`config.mk`:
```
export PLATFORM = sky130hd
export DESIGN_NAME = serial_command_line_tokenizer_unit
export DESIGN_NICKNAME = d
export VERILOG_FILES = /design/src/rtl/sclt_pkg.sv /design/src/rtl/sclt_parser.sv /design/src/rtl/serial_command_line_tokenizer_unit.sv
export SDC_FILE = /design/constraint.sdc
export NUM_CORES = 1
export LEC_CHECK = 0
export BUFFER_PORTS_ARGS = -buffer_cell sky130_fd_sc_hd__buf_2
export CAP_MARGIN = 20
export CELL_PAD_IN_SITES_DETAIL_PLACEMENT = 2
export CELL_PAD_IN_SITES_GLOBAL_PLACEMENT = 2
export CORE_MARGIN = 4
export CORE_UTILIZATION = 43
export DETAILED_ROUTE_END_ITERATION = 8
export PLACE_DENSITY = 0.86
export SLEW_MARGIN = 20
export SYNTH_ARGS = -nofsm -noshare
export SYNTH_HDL_FRONTEND = slang
export SYNTH_HIERARCHICAL = 1
export SYNTH_SLANG_ARGS = --single-unit
```
`constraint.sdc`:
```
create_clock -name clk_i -period 5.45 [get_ports clk_i]
set_clock_uncertainty 0.1 [all_clocks]
set_input_delay 0.545 -clock clk_i [delete_from_list [all_inputs] [get_ports clk_i]]
set_output_delay 0.545 -clock clk_i [all_outputs]
set_load 0.01 [all_outputs]
```
`src/rtl/sclt_pkg.sv`:
```
// Shared types, character codes and helper functions for the command line tokenizer.
package sclt_pkg;

  localparam int LineBytesDefault = 32;
  localparam int MaxArgsDefault   = 5;

  // Configuration register indexes
  localparam logic CFG_DEVICE_ADDRESS = 1'b0;
  localparam logic CFG_DELIMITER_CHAR = 1'b1;

  // Reset values of the configuration registers
  localparam logic [7:0] DEVICE_ADDRESS_RST = 8'd48;
  localparam logic [7:0] DELIMITER_CHAR_RST = 8'd44;

  // Characters of interest
  localparam logic [7:0] CH_NUL   = 8'h00;
  localparam logic [7:0] CH_SLASH = 8'h2F;
  localparam logic [7:0] CH_QUERY = 8'h3F;
  localparam logic [7:0] CH_DASH  = 8'h2D;
  localparam logic [7:0] CH_CR    = 8'h0D;
  localparam logic [7:0] CH_LF    = 8'h0A;
  localparam logic [7:0] CH_SPACE = 8'h20;
  localparam logic [7:0] CH_TAB   = 8'h09;

  // Result kinds
  localparam logic KIND_TAG     = 1'b0;
  localparam logic KIND_SUMMARY = 1'b1;

  // Byte parts
  localparam logic [1:0] PART_ADDR = 2'd0;
  localparam logic [1:0] PART_CMD  = 2'd1;
  localparam logic [1:0] PART_SEP  = 2'd2;
  localparam logic [1:0] PART_ARG  = 2'd3;

  // Syntax error codes
  localparam logic [2:0] ERR_NONE       = 3'd0;
  localparam logic [2:0] ERR_CMD_CHAR   = 3'd1;
  localparam logic [2:0] ERR_CMD_LONG   = 3'd2;
  localparam logic [2:0] ERR_NO_ARG     = 3'd3;
  localparam logic [2:0] ERR_MANY_ARGS  = 3'd4;
  localparam logic [2:0] ERR_AFTER_DELIM = 3'd5;
  localparam logic [2:0] ERR_NO_ROOM    = 3'd6;
  localparam logic [2:0] ERR_ARG_END    = 3'd7;

  typedef enum logic [2:0] {
    PH_ADDR   = 3'd0,
    PH_CMD    = 3'd1,
    PH_SPACES = 3'd2,
    PH_ARG    = 3'd3,
    PH_DONE   = 3'd4,
    PH_DRAIN  = 3'd5
  } phase_e;

  typedef struct packed {
    logic       kind;
    logic [7:0] tagged_byte;
    logic [1:0] part;
    logic [2:0] arg_index;
    logic       line_ok;
    logic [2:0] error_code;
    logic       address_match;
    logic [4:0] command_end;
    logic [2:0] argument_count;
    logic       final_of_input;
  } result_t;

  // Results produced by one accepted item, in order
  typedef struct packed {
    logic [1:0] count;
    result_t    first;
    result_t    second;
  } push_t;

  function automatic logic is_space(logic [7:0] c);
    return (c == CH_SPACE) || ((c >= CH_TAB) && (c <= CH_CR));
  endfunction

  function automatic logic is_alpha(logic [7:0] c);
    return ((c >= 8'h61) && (c <= 8'h7A)) || ((c >= 8'h41) && (c <= 8'h5A));
  endfunction

  function automatic logic is_alnum(logic [7:0] c);
    return is_alpha(c) || ((c >= 8'h30) && (c <= 8'h39));
  endfunction

  function automatic logic is_argch(logic [7:0] c);
    return is_alnum(c) || (c == CH_DASH);
  endfunction

endpackage

```
`src/rtl/sclt_parser.sv`:
```
// Line parser: per-line state and the tag and summary results for one accepted byte.
module sclt_parser #(
  parameter int LINE_BYTES = sclt_pkg::LineBytesDefault,
  parameter int MAX_ARGS   = sclt_pkg::MaxArgsDefault
) (
  input  logic            clk_i,
  input  logic            rst_ni,
  input  logic            accept_i,
  input  logic [7:0]      rx_byte_i,
  input  logic            chunk_end_i,
  input  logic [7:0]      device_address_i,
  input  logic [7:0]      delimiter_char_i,
  output sclt_pkg::push_t push_o
);
  import sclt_pkg::*;

  localparam int PW = $clog2(LINE_BYTES);
  localparam int AW = $clog2(MAX_ARGS + 2);

  localparam logic [PW-1:0] POS_ONE  = PW'(1);
  localparam logic [PW-1:0] POS_TWO  = PW'(2);
  localparam logic [PW-1:0] POS_THREE = PW'(3);
  localparam logic [PW-1:0] POS_LAST = PW'(LINE_BYTES - 1);
  localparam logic [PW-1:0] POS_ROOM = PW'(LINE_BYTES - 2);
  localparam logic [AW-1:0] ARGS_MAX = AW'(MAX_ARGS);

  typedef struct packed {
    phase_e        phase;
    logic [PW-1:0] pos;
    logic [2:0]    err;
    logic [AW-1:0] args;
    logic [PW-1:0] cend;
    logic          slash;
    logic          hit;
    logic          pend;
  } st_t;

  localparam st_t ST_CLEAR = '{phase: PH_ADDR, pos: '0, err: ERR_NONE, args: '0,
                               cend: '0, slash: 1'b0, hit: 1'b0, pend: 1'b0};

  function automatic st_t fail_st(st_t s, logic [2:0] code);
    st_t r;
    r = s;
    if (r.err == ERR_NONE) r.err = code;
    r.phase = PH_DONE;
    return r;
  endfunction

  function automatic result_t summarize(st_t s, logic [7:0] dev);
    result_t       r;
    logic [2:0]    err;
    logic [PW-1:0] cend;
    logic [2:0]    cnt;
    r    = '0;
    err  = s.err;
    cend = '0;
    cnt  = '0;
    unique case (s.phase)
      PH_ADDR: cend = POS_TWO;
      PH_CMD: begin
        if (s.pos >= POS_LAST) begin
          if (err == ERR_NONE) err = ERR_CMD_LONG;
        end else begin
          cend = s.pos;
        end
      end
      PH_SPACES: begin
        if (err == ERR_NONE) err = ERR_NO_ARG;
      end
      PH_ARG: begin
        if (s.pend) begin
          if (err == ERR_NONE) err = ERR_AFTER_DELIM;
        end else begin
          cend = s.cend;
          cnt  = 3'(s.args + AW'(1));
        end
      end
      default: begin
        if (err == ERR_NONE) begin
          cend = s.cend;
          cnt  = 3'(s.args);
        end
      end
    endcase
    if (err != ERR_NONE) begin
      cend = '0;
      cnt  = '0;
    end
    r.kind           = KIND_SUMMARY;
    r.line_ok        = (err == ERR_NONE);
    r.error_code     = err;
    r.address_match  = s.slash && ((s.pos >= POS_TWO) ? s.hit : (dev == 8'd0));
    r.command_end    = 5'(cend);
    r.argument_count = cnt;
    r.final_of_input = 1'b1;
    return r;
  endfunction

  st_t           st_q, st_d;
  st_t           tag_st;
  st_t           after_st;
  logic [1:0]    tag_part;
  logic [AW-1:0] tag_idx;
  logic          enter_arg;
  logic          is_term;
  logic          kept;
  result_t       tag_res;

  // Effect of one kept byte on the line state
  always_comb begin
    tag_st    = st_q;
    tag_part  = PART_SEP;
    tag_idx   = '0;
    enter_arg = 1'b0;
    if (st_q.pos == '0) begin
      tag_st.slash = (rx_byte_i == CH_SLASH);
      tag_part     = PART_ADDR;
    end else if (st_q.pos == POS_ONE) begin
      tag_st.hit   = (rx_byte_i == device_address_i);
      tag_st.phase = PH_CMD;
      tag_part     = PART_ADDR;
    end else begin
      unique case (st_q.phase)
        PH_CMD: begin
          if ((rx_byte_i == CH_NUL) || is_space(rx_byte_i)) begin
            tag_st.cend  = st_q.pos;
            tag_st.phase = (rx_byte_i == CH_NUL) ? PH_DONE : PH_SPACES;
          end else if (((st_q.pos == POS_TWO) && (rx_byte_i == CH_SLASH)) ||
                       ((st_q.pos == POS_THREE) && is_alpha(rx_byte_i)) ||
                       ((st_q.pos > POS_THREE) &&
                        (is_alnum(rx_byte_i) || (rx_byte_i == CH_QUERY)))) begin
            tag_part = PART_CMD;
          end else begin
            tag_st = fail_st(st_q, ERR_CMD_CHAR);
          end
        end
        PH_SPACES: begin
          if (rx_byte_i == CH_NUL) begin
            tag_st = fail_st(st_q, ERR_NO_ARG);
          end else if (!is_space(rx_byte_i)) begin
            tag_st.phase = PH_ARG;
            tag_st.args  = '0;
            tag_st.pend  = 1'b0;
            enter_arg    = 1'b1;
          end
        end
        default: ;
      endcase
      if ((st_q.phase == PH_ARG) || enter_arg) begin
        if (tag_st.pend) begin
          if (!is_argch(rx_byte_i)) begin
            tag_st = fail_st(tag_st, ERR_AFTER_DELIM);
          end else if (tag_st.args >= ARGS_MAX) begin
            tag_st = fail_st(tag_st, ERR_MANY_ARGS);
          end else begin
            tag_st.pend = 1'b0;
            tag_idx     = tag_st.args;
            tag_part    = PART_ARG;
          end
        end else if (is_argch(rx_byte_i)) begin
          tag_idx  = tag_st.args;
          tag_part = PART_ARG;
        end else if ((rx_byte_i != CH_NUL) && (rx_byte_i == delimiter_char_i)) begin
          if (st_q.pos >= POS_ROOM) begin
            tag_st = fail_st(tag_st, ERR_NO_ROOM);
          end else begin
            tag_st.args = tag_st.args + AW'(1);
            tag_st.pend = 1'b1;
          end
        end else if (rx_byte_i == CH_NUL) begin
          tag_st.args  = tag_st.args + AW'(1);
          tag_st.phase = PH_DONE;
        end else begin
          tag_st = fail_st(tag_st, ERR_ARG_END);
        end
      end
    end
    tag_st.pos = st_q.pos + POS_ONE;
  end

  always_comb begin
    tag_res                = '0;
    tag_res.kind           = KIND_TAG;
    tag_res.tagged_byte    = rx_byte_i;
    tag_res.part           = tag_part;
    tag_res.arg_index      = 3'(tag_idx);
    tag_res.final_of_input = !chunk_end_i;
  end

  assign is_term  = (rx_byte_i == CH_CR) || (rx_byte_i == CH_LF);
  assign kept     = (st_q.pos < POS_LAST);
  assign after_st = kept ? tag_st : st_q;

  always_comb begin
    st_d   = st_q;
    push_o = '0;
    if (accept_i) begin
      if (st_q.phase == PH_DRAIN) begin
        if (chunk_end_i) st_d = ST_CLEAR;
      end else if (is_term) begin
        push_o.count = 2'd1;
        push_o.first = summarize(st_q, device_address_i);
        st_d         = ST_CLEAR;
        if (!chunk_end_i) st_d.phase = PH_DRAIN;
      end else begin
        push_o.second = summarize(after_st, device_address_i);
        if (kept) begin
          push_o.first = tag_res;
          push_o.count = chunk_end_i ? 2'd2 : 2'd1;
        end else begin
          push_o.first = push_o.second;
          push_o.count = chunk_end_i ? 2'd1 : 2'd0;
        end
        st_d = chunk_end_i ? ST_CLEAR : after_st;
      end
    end
  end

  always_ff @(posedge clk_i or negedge rst_ni) begin
    if (!rst_ni) begin
      st_q <= ST_CLEAR;
    end else begin
      st_q <= st_d;
    end
  end

endmodule

```
`src/rtl/serial_command_line_tokenizer_unit.sv`:
```
// Top level of the serial command line tokenizer: configuration, parser and result queue.
//
// Received bytes of a command line such as "/0/pwm 252,7" enter on the s_axis channel, one
// byte per item, with tlast marking the last byte of a received chunk. Each kept byte
// leaves on the m_axis channel as a tag item (tuser = 0) naming it address prefix, command,
// separator or argument, with its argument index. When the line closes, at the first CR or
// LF or at the end of a chunk, a summary item (tuser = 1) follows with the address match,
// the command end position, the argument count and the first syntax error. m_axis tlast
// marks the last item caused by one input byte.
// The device address and the delimiter are written through the cfg port; the user must write
// them only while the block is idle, which the block does not enforce; register 0 is the
// device address and register 1 the delimiter character. Each result is registered in a
// four-entry queue; s_axis_tready is low while it holds more than two, so a stalled
// receiver backs up into the sender without losing or repeating anything. The parser
// takes one byte every cycle while s_axis_tready is high; the output side moves one
// result a cycle while m_axis_tready is high. A byte that closes a chunk and also yields
// a tag pushes two results. Reset empties the queue, starts a fresh line and restores the
// configuration defaults (device address 48, delimiter 44); no clearing pass is needed.
module serial_command_line_tokenizer_unit #(
  parameter int LINE_BYTES = sclt_pkg::LineBytesDefault,
  parameter int MAX_ARGS   = sclt_pkg::MaxArgsDefault
) (
  input  logic        clk_i,
  input  logic        rst_ni,
  // Input bytes
  input  logic        s_axis_tvalid,
  output logic        s_axis_tready,
  input  logic [7:0]  s_axis_tdata,   // [7:0] rx_byte
  input  logic        s_axis_tlast,   // chunk_end
  // Results
  output logic        m_axis_tvalid,
  input  logic        m_axis_tready,
  // [7:0] tagged_byte, [9:8] part, [12:10] arg_index, [13] line_ok,
  // [16:14] error_code, [17] address_match, [22:18] command_end,
  // [25:23] argument_count, [31:26] zero
  output logic [31:0] m_axis_tdata,
  output logic [0:0]  m_axis_tuser,   // [0] result_kind
  output logic        m_axis_tlast,   // final_of_input
  // Configuration writes
  input  logic        cfg_we_i,
  input  logic        cfg_index_i,
  input  logic [7:0]  cfg_data_i
);
  import sclt_pkg::*;

  localparam int QDEPTH = 4;
  localparam int QAW    = $clog2(QDEPTH);
  localparam int QCW    = $clog2(QDEPTH + 1);

  logic [7:0] dev_addr_q, delim_q;

  always_ff @(posedge clk_i or negedge rst_ni) begin
    if (!rst_ni) begin
      dev_addr_q <= DEVICE_ADDRESS_RST;
      delim_q    <= DELIMITER_CHAR_RST;
    end else if (cfg_we_i) begin
      unique case (cfg_index_i)
        CFG_DEVICE_ADDRESS: dev_addr_q <= cfg_data_i;
        CFG_DELIMITER_CHAR: delim_q    <= cfg_data_i;
        default: ;
      endcase
    end
  end

  logic  in_acc;
  push_t push;

  assign in_acc = s_axis_tvalid && s_axis_tready;

  sclt_parser #(
    .LINE_BYTES(LINE_BYTES),
    .MAX_ARGS  (MAX_ARGS)
  ) u_parser (
    .clk_i           (clk_i),
    .rst_ni          (rst_ni),
    .accept_i        (in_acc),
    .rx_byte_i       (s_axis_tdata),
    .chunk_end_i     (s_axis_tlast),
    .device_address_i(dev_addr_q),
    .delimiter_char_i(delim_q),
    .push_o          (push)
  );

  // Result queue: up to two entries written per cycle, one read
  result_t            q_mem [QDEPTH];
  logic [QAW-1:0]     wr_q, wr_d, rd_q, rd_d;
  logic [QCW-1:0]     cnt_q, cnt_d;
  logic               out_pop;
  result_t            head;

  assign out_pop       = m_axis_tvalid && m_axis_tready;
  assign s_axis_tready = (cnt_q <= QCW'(QDEPTH - 2));
  assign m_axis_tvalid = (cnt_q != '0);

  always_ff @(posedge clk_i) begin
    if (push.count != 2'd0) q_mem[wr_q] <= push.first;
    if (push.count == 2'd2) q_mem[wr_q + QAW'(1)] <= push.second;
  end

  always_comb begin
    wr_d  = wr_q + QAW'(push.count);
    rd_d  = rd_q + QAW'(out_pop);
    cnt_d = cnt_q + QCW'(push.count) - QCW'(out_pop);
  end

  always_ff @(posedge clk_i or negedge rst_ni) begin
    if (!rst_ni) begin
      wr_q  <= '0;
      rd_q  <= '0;
      cnt_q <= '0;
    end else begin
      wr_q  <= wr_d;
      rd_q  <= rd_d;
      cnt_q <= cnt_d;
    end
  end

  assign head = q_mem[rd_q];

  assign m_axis_tdata = {6'd0, head.argument_count, head.command_end, head.address_match,
                         head.error_code, head.line_ok, head.arg_index, head.part,
                         head.tagged_byte};
  assign m_axis_tuser = head.kind;
  assign m_axis_tlast = head.final_of_input;

  // The queue never overfills
  assert property (@(posedge clk_i) disable iff (!rst_ni) cnt_q <= QCW'(QDEPTH))
    else $error("result queue overfilled");

  // Pointer distance and fill count agree
  assert property (@(posedge clk_i) disable iff (!rst_ni)
    QAW'(wr_q - rd_q) == QAW'(cnt_q))
    else $error("queue pointers out of step with fill count");

  // No results appear without an accepted byte
  assert property (@(posedge clk_i) disable iff (!rst_ni)
    !in_acc |-> (push.count == 2'd0))
    else $error("results pushed without an accepted item");

  // A summary is always the last result of its byte
  assert property (@(posedge clk_i) disable iff (!rst_ni)
    (m_axis_tvalid && (head.kind == KIND_SUMMARY)) |-> head.final_of_input)
    else $error("summary item without final mark");

  // A summary with an error reports no command end and no arguments
  assert property (@(posedge clk_i) disable iff (!rst_ni)
    (m_axis_tvalid && (head.kind == KIND_SUMMARY) && (head.error_code != ERR_NONE))
      |-> (!head.line_ok && (head.command_end == 5'd0) && (head.argument_count == 3'd0)))
    else $error("error summary carries command fields");

endmodule
```
==> impl_results.md <==
- Run status: complete, no violations
- Synth Flop Type: edfxtp_1
- CTS Hold Bufs: 0
- CTS tree: done
- Clock Sink Count: 157
- EDFF count, synth: 112
- H-tree Lvls: 4
- Slew HR: 0.270
- Port-buffer cells: 52
- Final total negative setup slack: 0 ns
- Vias in the first global route: 8011
- First drt pass iteration count: 5
- Post-synth ARST share: 0.287
- WP data arrival: 5.14 ns
- Hold WS: 0.119 ns
- Crit path launch type: primary input
- Seq/Total Area, Yosys: 0.445
- Final wirelength: 34100 um
- Inserted Diodes: 0
- Worst path slowest cell: o41ai_1
- Top cell type's share of synthesized area: 0.333
- Max VDD drop: 0.000202 V
- NumNets Final: 885
- Worst path required time: 5.63 ns
- First-pass GRT wire length: 52100 um
- P per Cell Area: 429 nW/um2
- Synth-to-Final Area Change: 10.1%
- Area contributors post-synth: edfxtp_1 (33%), dfrtp_1 (9.9%), mux2_2 (6.6%)
- Die width: 161 um
- Hold Crit Class: primary input to asynchronous set/reset pin
- Global Route met2 Usage: 0.451
- Avg Cell Area, Syn: 12.4 um2
- Final instance area: 11100 um2
- Final worst path period share: 0.911
- Resize count post-CTS: 0
- MaxCap Viol Count: 0
- Pleak: 4.28 nW
- Reg clk slew, reported paths: 0.07 ns
- # rows: 55
- Mapped cell area: 10100 um2
- Initial antenna violation count: 0
- 1st-iter DRT viols: 581
- WL per Instance: 29.0 um
- Crit Path Class: primary input to flip-flop
- Met3 usage: 0.0434
- Slew at the pin closest to its max-slew limit: 1.09 ns
- Worst path cell trace: buf_2, or4bb_1, o311ai_1, a21o_1, and2_1, inv_1, ha_1, o211a_1, nand2_1, o21ai_4, or2_1, a41oi_2, nand3_1, a221oi_2, nor2_1, o41ai_1, mux2_1
- Root Driver: clkbuf_16
- Later-pin clock latency in the skew report: 0.43 ns
- CTS buffer count: 17
- Post-layout min period: 4.97 ns
- CTS Buffer Depth: 2
- Routability cong.: 0.927
- DR vias: 7364
- Unrepaired setup endpoints after global routing: false
- Setup Fix Bufs, Post-CTS: 0
- Layout cells sized above 1: 0.311
- Yosys warnings: 6
- Vert. Die Dim: 161 um
- CP peak stage delay: 0.79 ns
- GRT Util Overall: 0.264
- Met1 usage: 0.340
- Placed inst area: 10500 um2
- Yosys cell types: 90
- Number of setup violations in the final report: 0
- Post-synth top area cell: edfxtp_1
- I/O pin count: 59
- CP endpoint kind: flip-flop
- Via/cell ratio: 6.27
- GRT busiest layer: met2
- Crit path max fanout: 14
- Gr ovfl total: 0
- Buf/Inv on CP: 2
- Syn Inst Count: 815
- Pins Over Slew Limit: 0
- HPWL after DPL: 22300 um
- Achievable frequency: 0.201 GHz
- Post-DRT Antenna Nets: 0
- Initial Util: 0.442
- Core Footprint: 22800 um2
- Synth Register Bits: 157
- Largest net degree at the start of global routing: 46
- Die Area: 26000 um2
- Hold Vio Cnt, Final: 0
- Crit-path leading delay family: compound AO/OA/AOI/OAI gates
- Remaining DRCs: 0
-- report_power, final --
group | leakage (nW) | switching [W] | internal [W]
Sequential | 1.62 | 0.000146 | 0.00152
Clock | 0.290 | 0.000575 | 0.000692
Combinational | 2.37 | 0.00112 | 0.000715
Total | 4.28 | 0.00184 | 0.00293
-- worst reg2reg max path, stage by stage, from the launching register on --
cell and delay [ns]:
dfrtp_1 0.40, or3b_1 0.57, a21o_1 0.34, and2_1 0.23
inv_1 0.07, ha_1 0.19, o211a_1 0.18, nand2_1 0.11
o21ai_4 0.25, o32ai_2 0.16, o311ai_2 0.48, a221oi_2 0.19
or3_1 0.43, buf_4 0.24, o32ai_2 0.48, mux2_1 0.26
-- logic make-up after synthesis --
| kind of cell | synth area share |
|---|---|
| compound gates | 0.117 |
| other cells | 0.000743 |
| mux | 0.226 |
| xor+xnor | 0.0234 |
| buf+inv | 0.0557 |
| simple gates | 0.115 |
| fa+ha+maj | 0.0181 |
| flops | 0.445 |
-- final timing paths --
kind	from	endpoint	slack (ns)	cells after the start
setup / recovery	s_axis_tdata[2]	q_mem[2][11]	0.48	17
hold / removal	rst_ni	delim_q[7]	0.12	2
setup reg to reg	u_parser/st_q[19]	q_mem[1][7]	0.63	15
hold reg to reg	rd_q[1]	rd_q[1]	0.41	1
max in group asynchronous	rst_ni	rd_q[0]	4.68	2
min in group clk_i	cfg_data_i[5]	dev_addr_q[5]	0.25	2
-- through the flow --
stage / utilization / total power, W / setup slack [ns] / instances
2_1_floorplan: - / 0.00287 / 0.699 / 832
3_3_place_gp: 0.460 / 0.00337 / 0.489 / 1142
3_5_place_dp: 0.460 / 0.00347 / 0.360 / 1142
4_1_cts: 0.487 / 0.00478 / 0.622 / 1174
5_1_grt: 0.487 / 0.00497 / 0.352 / 1174
6_report: 0.487 / 0.00477 / 0.484 / 1174
-- cell type report --
cell class | instances | area (um2)
clock inverter | 15 | 180
inverter | 17 | 63.8
clock buffer | 17 | 425
sequential | 157 | 4500
timing repair buffer | 73 | 418
fill | 2237 | 11700
multi-input combinational | 582 | 5150
tap | 313 | 392
-- synthesized netlist by cell type, types with 6 or more instances --
library cell / count
and2_1: 7
mux2_1: 40
edfxtp_1: 112
a22o_1: 11
or3_1: 7
xor2_1: 11
mux2_2: 59
nor3_1: 13
o32ai_2: 9
buf_4: 24
mux4_2: 28
mux2_4: 29
mux2i_1: 10
and3_1: 15
nand3_1: 7
inv_1: 16
a22oi_1: 6
nor2b_1: 6
buf_2: 21
buf_6: 13
nand2_1: 44
nor2_1: 57
clkbuf_1: 18
nand2b_1: 9
xnor2_1: 16
dfrtp_1: 40
a21oi_1: 24
ha_1: 13
o21ai_0: 28
-- registers in the layout, indices dropped and copies added (netlist names) --
name,count
rd_q,2
dev_addr_q,8
u_parser/st_q,22
cnt_q,3
q_mem,112
delim_q,8
wr_q,2
-- cells in the final DEF, fill, tap and decap left out, types with 10 or more instances in the layout --
cell	n
a21oi_1	23
a22o_1	11
and3_1	15
buf_2	52
buf_4	21
clkbuf_16	17
conb_1	19
dfrtp_1	39
edfxtp_1	112
ha_1	13
inv_1	16
mux2_1	40
mux2_2	59
mux2_4	29
mux2i_1	10
mux4_2	28
nand2_1	44
nor2_1	56
nor3_1	13
o21ai_0	28
xnor2_1	16
xor2_1	11
-- per-layer routing --
metal | part of all wire | wire length, um
met4 | 0.030 | 1020
met2 | 0.50 | 16900
met5 | 0 | 0
met1 | 0.42 | 14300
met3 | 0.053 | 1800
(Power assumes the default switching activity.)
